`config.mk`:
```
export PLATFORM = sky130hd
export DESIGN_NAME = ring_consumer_read_limit_unit
export DESIGN_NICKNAME = d
export VERILOG_FILES = /design/src/rtl/rcrl_pkg.sv /design/src/rtl/rcrl_ram.sv /design/src/rtl/ring_consumer_read_limit_unit.sv
export SDC_FILE = /design/constraint.sdc
export NUM_CORES = 2
export LEC_CHECK = 0
export BUFFER_PORTS_ARGS = -buffer_cell sky130_fd_sc_hd__buf_2
export CAP_MARGIN = 20
export CORE_MARGIN = 5
export CORE_UTILIZATION = 30
export DETAILED_ROUTE_END_ITERATION = 12
export GPL_ROUTABILITY_DRIVEN = 0
export PLACE_DENSITY = 0.55
export SETUP_SLACK_MARGIN = 0.05
export SLEW_MARGIN = 20
export SYNTH_ARGS = -nofsm -noshare
export SYNTH_HDL_FRONTEND = slang
export SYNTH_SLANG_ARGS = --single-unit
```
`constraint.sdc`:
```
create_clock -name i_clk -period 23.9 [get_ports i_clk]
set_input_delay 4.78 -clock i_clk [delete_from_list [all_inputs] [get_ports i_clk]]
set_output_delay 4.78 -clock i_clk [all_outputs]
set_load 0.05 [all_outputs]
```
`src/rtl/rcrl_pkg.sv`:
```
`default_nettype none
package rcrl_pkg;

    localparam int CUR_W = 64;
    localparam int CAP_W = 63;
    localparam int DEP_W = 4;
    localparam int LOG_W = 6;

    localparam logic [CUR_W-1:0] LIMIT_STEP = 64'h1000_0000_0000_0000;
    localparam logic [LOG_W-1:0] LOG2_RESET = 6'd10;
    localparam logic [LOG_W-1:0] LOG2_SAT   = 6'd63;

    localparam logic [1:0] CMD_SET_CURSOR = 2'd0;
    localparam logic [1:0] CMD_SET_DEPS   = 2'd1;
    localparam logic [1:0] CMD_UPDATE     = 2'd2;

    typedef struct packed {
        logic [CUR_W-1:0] cursor;
        logic [CUR_W-1:0] limit;
        logic [DEP_W-1:0] dep_first;
        logic [DEP_W-1:0] dep_end;
    } t_entry;

    localparam int ENTRY_W = $bits(t_entry);

    typedef enum logic [3:0] {
        S_IDLE = 4'b0001,
        S_OWN  = 4'b0010,
        S_WALK = 4'b0100,
        S_FIN  = 4'b1000
    } t_state;

endpackage
`default_nettype wire

```
`src/rtl/rcrl_ram.sv`:
```
`default_nettype none
module rcrl_ram #(
    parameter int WIDTH = 8,
    parameter int DEPTH = 8
) (
    input  wire logic                                         i_clk,
    input  wire logic                                         i_we,
    input  wire logic [((DEPTH > 1) ? $clog2(DEPTH) : 1)-1:0] i_waddr,
    input  wire logic [WIDTH-1:0]                             i_wdata,
    input  wire logic [((DEPTH > 1) ? $clog2(DEPTH) : 1)-1:0] i_raddr,
    output logic      [WIDTH-1:0]                             o_rdata
);
    logic [WIDTH-1:0] r_mem [DEPTH];

    always_ff @(posedge i_clk) begin
        if (i_we) begin
            r_mem[i_waddr] <= i_wdata;
        end
        o_rdata <= r_mem[i_raddr];
    end
endmodule
`default_nettype wire

```
`src/rtl/ring_consumer_read_limit_unit.sv`:
```
`default_nettype none
// A set command or an update with an empty dependency range strobes its result
// once the consumer's own entry has been read; an update that walks k entries
// (k <= N_CONSUMERS) first reads them one at a time through the single RAM read port.
// One request at a time: busy stays high until the result is issued.
// Synchronous active-low reset clears control and marks all table entries as zero.
module ring_consumer_read_limit_unit #(
    parameter int N_CONSUMERS = 8
) (
    input  wire logic                        i_clk,
    input  wire logic                        i_rst_n,
    input  wire logic                        start,
    output logic                             busy,
    input  wire logic [1:0]                  i_command,
    input  wire logic [2:0]                  i_consumer_index,
    input  wire logic [rcrl_pkg::CUR_W-1:0]  i_cursor_value,
    input  wire logic [rcrl_pkg::DEP_W-1:0]  i_dep_first,
    input  wire logic [rcrl_pkg::DEP_W-1:0]  i_dep_end,
    input  wire logic                        i_cfg_we,
    input  wire logic [rcrl_pkg::LOG_W-1:0]  i_cfg_wdata,
    output logic                             o_valid,
    output logic [rcrl_pkg::CAP_W-1:0]       o_capacity,
    output logic [rcrl_pkg::CUR_W-1:0]       o_new_limit
);
    localparam int AW = (N_CONSUMERS > 1) ? $clog2(N_CONSUMERS) : 1;
    localparam int CW = $clog2(N_CONSUMERS + 1);
    localparam int XW = (CW > rcrl_pkg::DEP_W) ? CW : rcrl_pkg::DEP_W;
    localparam logic [XW-1:0] N_X = XW'(N_CONSUMERS);

    rcrl_pkg::t_state r_state, n_state;

    logic                           r_valid, n_valid;
    logic [rcrl_pkg::CAP_W-1:0]     r_cap, n_cap;
    logic [rcrl_pkg::CUR_W-1:0]     r_rlim, n_rlim;
    logic [rcrl_pkg::LOG_W-1:0]     r_log2;
    logic [N_CONSUMERS-1:0]         r_vld;
    logic                           r_rd_vld;

    logic [1:0]                     r_cmd;
    logic [AW-1:0]                  r_ci;
    logic                           r_ci_ok;
    logic [rcrl_pkg::CUR_W-1:0]     r_cur_in;
    logic [rcrl_pkg::DEP_W-1:0]     r_dfirst_in, r_dend_in;
    rcrl_pkg::t_entry               r_own, n_own;
    logic [rcrl_pkg::CUR_W-1:0]     r_lim, n_lim;
    logic [XW-1:0]                  r_i, n_i;
    logic [XW-1:0]                  r_first, n_first;

    logic                           w_accept;
    logic [AW-1:0]                  w_raddr;
    logic                           w_we;
    rcrl_pkg::t_entry               w_wdata;
    logic [rcrl_pkg::ENTRY_W-1:0]   w_rdata;
    rcrl_pkg::t_entry               w_ent;

    logic [rcrl_pkg::CUR_W-1:0]     w_base;
    logic [XW-1:0]                  w_endc;
    logic [rcrl_pkg::CAP_W-1:0]     w_ring_cap;
    logic [XW-1:0]                  w_skip, w_inext;
    logic [rcrl_pkg::CUR_W-1:0]     w_cdiff, w_limnext, w_fdiff;

    assign busy     = (r_state != rcrl_pkg::S_IDLE);
    assign w_accept = start && !busy;

    assign o_valid      = r_valid;
    assign o_capacity   = r_cap;
    assign o_new_limit  = r_rlim;

    rcrl_ram #(
        .WIDTH (rcrl_pkg::ENTRY_W),
        .DEPTH (N_CONSUMERS)
    ) u_table (
        .i_clk   (i_clk),
        .i_we    (w_we),
        .i_waddr (r_ci),
        .i_wdata (w_wdata),
        .i_raddr (w_raddr),
        .o_rdata (w_rdata)
    );

    // entries never written read as zero
    assign w_ent = r_rd_vld ? rcrl_pkg::t_entry'(w_rdata) : '0;

    always_comb begin
        w_base     = w_ent.limit + rcrl_pkg::LIMIT_STEP;
        w_endc     = (XW'(w_ent.dep_end) > N_X) ? N_X : XW'(w_ent.dep_end);
        w_ring_cap = (r_log2 == rcrl_pkg::LOG2_SAT) ? '1
                                                    : (rcrl_pkg::CAP_W'(1) << r_log2);
        // walk step: entry r_i is on the read data
        w_skip    = (XW'(w_ent.dep_end) >= r_i) ? XW'(w_ent.dep_first) : r_i;
        w_inext   = (w_skip < r_i) ? w_skip : r_i;
        w_cdiff   = w_ent.cursor - r_lim;
        w_limnext = w_cdiff[rcrl_pkg::CUR_W-1] ? w_ent.cursor : r_lim;
        w_fdiff   = r_lim - r_own.cursor;
    end

    always_comb begin
        n_state = r_state;
        n_valid = 1'b0;
        n_cap   = '0;
        n_rlim  = '0;
        n_own   = r_own;
        n_lim   = r_lim;
        n_i     = r_i;
        n_first = r_first;
        w_raddr = '0;
        w_we    = 1'b0;
        w_wdata = r_own;

        unique case (r_state)
            rcrl_pkg::S_IDLE: begin
                w_raddr = AW'(i_consumer_index);
                if (w_accept) begin
                    n_state = rcrl_pkg::S_OWN;
                end
            end
            rcrl_pkg::S_OWN: begin
                n_own   = w_ent;
                n_state = rcrl_pkg::S_IDLE;
                n_valid = 1'b1;
                if (r_ci_ok) begin
                    unique case (r_cmd)
                        rcrl_pkg::CMD_SET_CURSOR: begin
                            w_we           = 1'b1;
                            w_wdata        = w_ent;
                            w_wdata.cursor = r_cur_in;
                        end
                        rcrl_pkg::CMD_SET_DEPS: begin
                            w_we              = 1'b1;
                            w_wdata           = w_ent;
                            w_wdata.dep_first = r_dfirst_in;
                            w_wdata.dep_end   = r_dend_in;
                        end
                        rcrl_pkg::CMD_UPDATE: begin
                            n_lim   = w_base;
                            n_first = XW'(w_ent.dep_first);
                            if (XW'(w_ent.dep_first) >= w_endc) begin
                                w_we          = 1'b1;
                                w_wdata       = w_ent;
                                w_wdata.limit = w_base;
                                n_cap         = w_ring_cap;
                                n_rlim        = w_base;
                            end else begin
                                n_valid = 1'b0;
                                n_i     = w_endc - XW'(1);
                                w_raddr = AW'(w_endc - XW'(1));
                                n_state = rcrl_pkg::S_WALK;
                            end
                        end
                        default: begin
                        end
                    endcase
                end
            end
            rcrl_pkg::S_WALK: begin
                n_lim = w_limnext;
                if (w_inext > r_first) begin
                    n_i     = w_inext - XW'(1);
                    w_raddr = AW'(w_inext - XW'(1));
                end else begin
                    n_state = rcrl_pkg::S_FIN;
                end
            end
            rcrl_pkg::S_FIN: begin
                w_we          = 1'b1;
                w_wdata       = r_own;
                w_wdata.limit = r_lim;
                n_valid       = 1'b1;
                n_rlim        = r_lim;
                // positive signed difference only
                if (!w_fdiff[rcrl_pkg::CUR_W-1] && (w_fdiff != '0)) begin
                    n_cap = w_fdiff[rcrl_pkg::CAP_W-1:0];
                end
                n_state = rcrl_pkg::S_IDLE;
            end
            default: begin
                n_state = rcrl_pkg::S_IDLE;
            end
        endcase
    end

    always_ff @(posedge i_clk) begin
        if (!i_rst_n) begin
            r_state  <= rcrl_pkg::S_IDLE;
            r_valid  <= 1'b0;
            r_log2   <= rcrl_pkg::LOG2_RESET;
            r_vld    <= '0;
            r_rd_vld <= 1'b0;
        end else begin
            r_state  <= n_state;
            r_valid  <= n_valid;
            r_rd_vld <= r_vld[w_raddr];
            if (i_cfg_we) begin
                r_log2 <= i_cfg_wdata;
            end
            if (w_we) begin
                r_vld[r_ci] <= 1'b1;
            end
        end
    end

    always_ff @(posedge i_clk) begin
        r_cap   <= n_cap;
        r_rlim  <= n_rlim;
        r_own   <= n_own;
        r_lim   <= n_lim;
        r_i     <= n_i;
        r_first <= n_first;
        if (w_accept) begin
            r_cmd       <= i_command;
            r_ci        <= AW'(i_consumer_index);
            r_ci_ok     <= (XW'(i_consumer_index) < N_X);
            r_cur_in    <= i_cursor_value;
            r_dfirst_in <= i_dep_first;
            r_dend_in   <= i_dep_end;
        end
    end
endmodule
`default_nettype wire
```
==> metrics.txt <==
status finished clean; Final Hold Fails 0; post-synth net total 5,949; grt ovf 0; core area 229,500 um2; Total Power 6.304 mW; Yosys top cell area share between 50% and 60%; Critical Path Slowest Stage Cell buf_4; worst-margin pin slew 1.154 ns; max incr delay on CP roughly 0.8 ns; slew margin rel. 22.28%; kind of critical path register to register; Worst Hold Class register to register; # clock sinks 1,656; Setup Buffers After CTS 0; vias per cell 5.177; die area 239,800 um2; Final min period 8.577 ns; Clock Latency Late Sink 0.85 ns; top cells by area, synth edfxtp_1 (60%), dfxtp_1 (8.2%), nand2_1 (8.0%); post-synth cell types 85; sequential share of power 50.8%; final setup fails 0; vias after detailed routing 46,695; switching fraction of total power 23.07%; Row Count 176; Setup TNS Final 0 ns; Async S/R FF share, synth 0%; P&R area growth vs syn 14.52%; CTS resizes 0; drt wl/cell 24.35 um; flops & latches, synth around 1,700; vias in the first global route 44,532; CP Data Required Time 24.68 ns; cts hold-fix bufs 0; DRC violations left 0; CP startpoint kind register; Max FO, Critical Path 75; Max Cap Violations 0; Ports 216; EDFF count, synth 1,373; largest net degree at the start of global routing 180; fin crit share 35.89%; Die X approximately 490 um; leakage power between 20 and 30 nW; Starting Density 30.09%; R2R setup slack 15.32 ns; Comb power frac about 6.6%; warnings from Yosys 0; FILL cells 22,487; PwrDens 79.74 nW/um2; share of cells above drive strength 1 10.54%; Slew Viols, Final 0; RSZ-0062 raised after global routing no; fin area 79,060 um2; first-pass GRT wire length ~310,000 um; predominant post-synthesis flop cell edfxtp_1; P_int 4.850 mW; post-synthesis cell area 69,030 um2; final cell count without fillers 9,020; Max Buffers Root-to-Sink 3; clock-pin slew on the worst setup and hold paths 0.06 ns; top cell type by total area after synthesis edfxtp_1; Max VDD drop 0.00007222 V; Port Buffers between 200 and 250; Gate Count Post-Synth 5,719; Worst EP arrival 9.36 ns; placed inst area ~73,000 um2; TritonCTS Buffers ~170; Net Sw Power around 1.5 mW; Cells after DPL ~8,700; DRT Wirelength about 220,000 um; fmax 116.6 MHz; Total GRT Usage 17.76%; Iteration-0 DRC Markers 4,274; Final nets 6,062; initial antenna violation count 26; Detail Route Antenna Nets 0; H-tree Lvls 4; mean area per synthesized cell 12.07 um2; Worst Skew 0.05524 ns; Root Buffer clkbuf_16; TritonCTS clock tree yes; crit end category register; sequential share of the synthesized area 67.93%; DP Wirelength 134,800 um; Clock Power Share 42.7%; First-pass DRT Iterations 8; die span in y around 490 um
## worst max-delay path, delay by kind of cell, from the launching register on
family	cells	cell delay, ns
buffers and inverters	4	2.27
AND/OR/NAND/NOR	8	1.53
flip-flops	1	0.68
adder cells (fa/ha/maj)	3	0.93
AO/OA/AOI/OAI	12	2.60
multiplexers	1	0.33
## worst paths after layout
check                                 to  cells past startpoint                   from
max          u_table.o_rdata[12]$_DFF_P_                     28    r_rd_vld$_SDFF_PN0_
min                r_vld[2]$_SDFFE_PN0P_                      1  r_vld[2]$_SDFFE_PN0P_
max reg2reg  u_table.o_rdata[12]$_DFF_P_                     28    r_rd_vld$_SDFF_PN0_
min reg2reg        r_vld[2]$_SDFFE_PN0P_                      1  r_vld[2]$_SDFFE_PN0P_
## Yosys cell counts (28+ instances only)
master	n
ha_1	142
a311oi_1	137
edfxtp_1	1373
dfxtp_1	283
xor2_1	31
a21o_1	47
a31o_1	133
o21ai_0	237
nand4_1	30
a22oi_1	75
nand3_1	306
o211ai_1	50
and2_1	109
a21oi_1	114
inv_1	195
o22ai_1	39
clkbuf_1	283
nor3_1	28
nor2_1	84
xnor2_1	35
buf_2	37
and3_1	148
nand2_1	1465
## area by class of cell
cell class | count | area [um2] | share of cell area, %
antenna | 19 | 47.55 | 0.06014
multi-input combinational | 3512 | 20110 | 25.43
timing repair buffer | 295 | 1802 | 2.279
tap | 3026 | 3786 | 4.789
sequential | 1656 | 46900 | 59.32
clock buffer | 233 | 4786 | 6.054
clock inverter | 83 | 888.4 | 1.124
inverter | 196 | 740.7 | 0.9369
## metal layers
metal	up-vias	GRT usage (%)	routed length [um]
met5	-	0	115
met4	18	9.000	12160
met3	413	3.102	14270
met2	1700	28.30	101100
met1	23441	23.33	92040
li1	21123	-	-
## sequential cells by signal, summed over array words and instances, names as in the netlist, 8 cells and up
| signal | count |
|---|---|
| u_table.r_mem | 1088 |
| u_table.o_rdata | 136 |
| r_lim | 64 |
| o_new_limit | 64 |
| r_own | 136 |
| o_capacity | 63 |
| r_cur_in | 64 |
| r_vld | 8 |
## power groups by stage
stage / sequential, mW / clock (mW) / combinational (mW)
after CTS: 3.20 / 2.74 / 0.413
after floorplan: 3.24 / 0 / 0.285
after global placement: 3.26 / 0 / 0.405
final: 3.20 / 2.69 / 0.413
after global routing: 3.20 / 2.87 / 0.450
after detailed placement: 3.26 / 0 / 0.411
## stage by stage
step / util (%) / worst slack (ns) / hold slack [ns]
3_5_place_dp: 31.96 / 15.03 / 0.4529
4_1_cts: 34.43 / 15.30 / 0.4672
5_1_grt: 34.44 / 14.77 / 0.4797
2_1_floorplan: - / 6.216 / 0.4406
3_3_place_gp: 31.96 / 15.05 / 0.4465
6_report: 34.45 / 15.32 / 0.4688
## layout by cell type, fill, tap and decap left out, drive strengths merged, types with 142 or more instances in the layout
cell type	n
clkbuf	233
nand2	1465
edfxtp	1373
o21ai	240
buf	295
nand3	306
and3	148
inv	209
dfxtp	283
ha	142
## kinds of logic after synthesis
| group | synth area share [%] |
|---|---|
| AO/OA/AOI/OAI | 10.69 |
| XOR/XNOR | 0.8373 |
| adder cells (fa/ha/maj) | 2.603 |
| buffers and inverters | 3.222 |
| flip-flops | 67.93 |
| multiplexers | 0.6198 |
| AND/OR/NAND/NOR | 14.10 |
(Power assumes the default switching activity.)
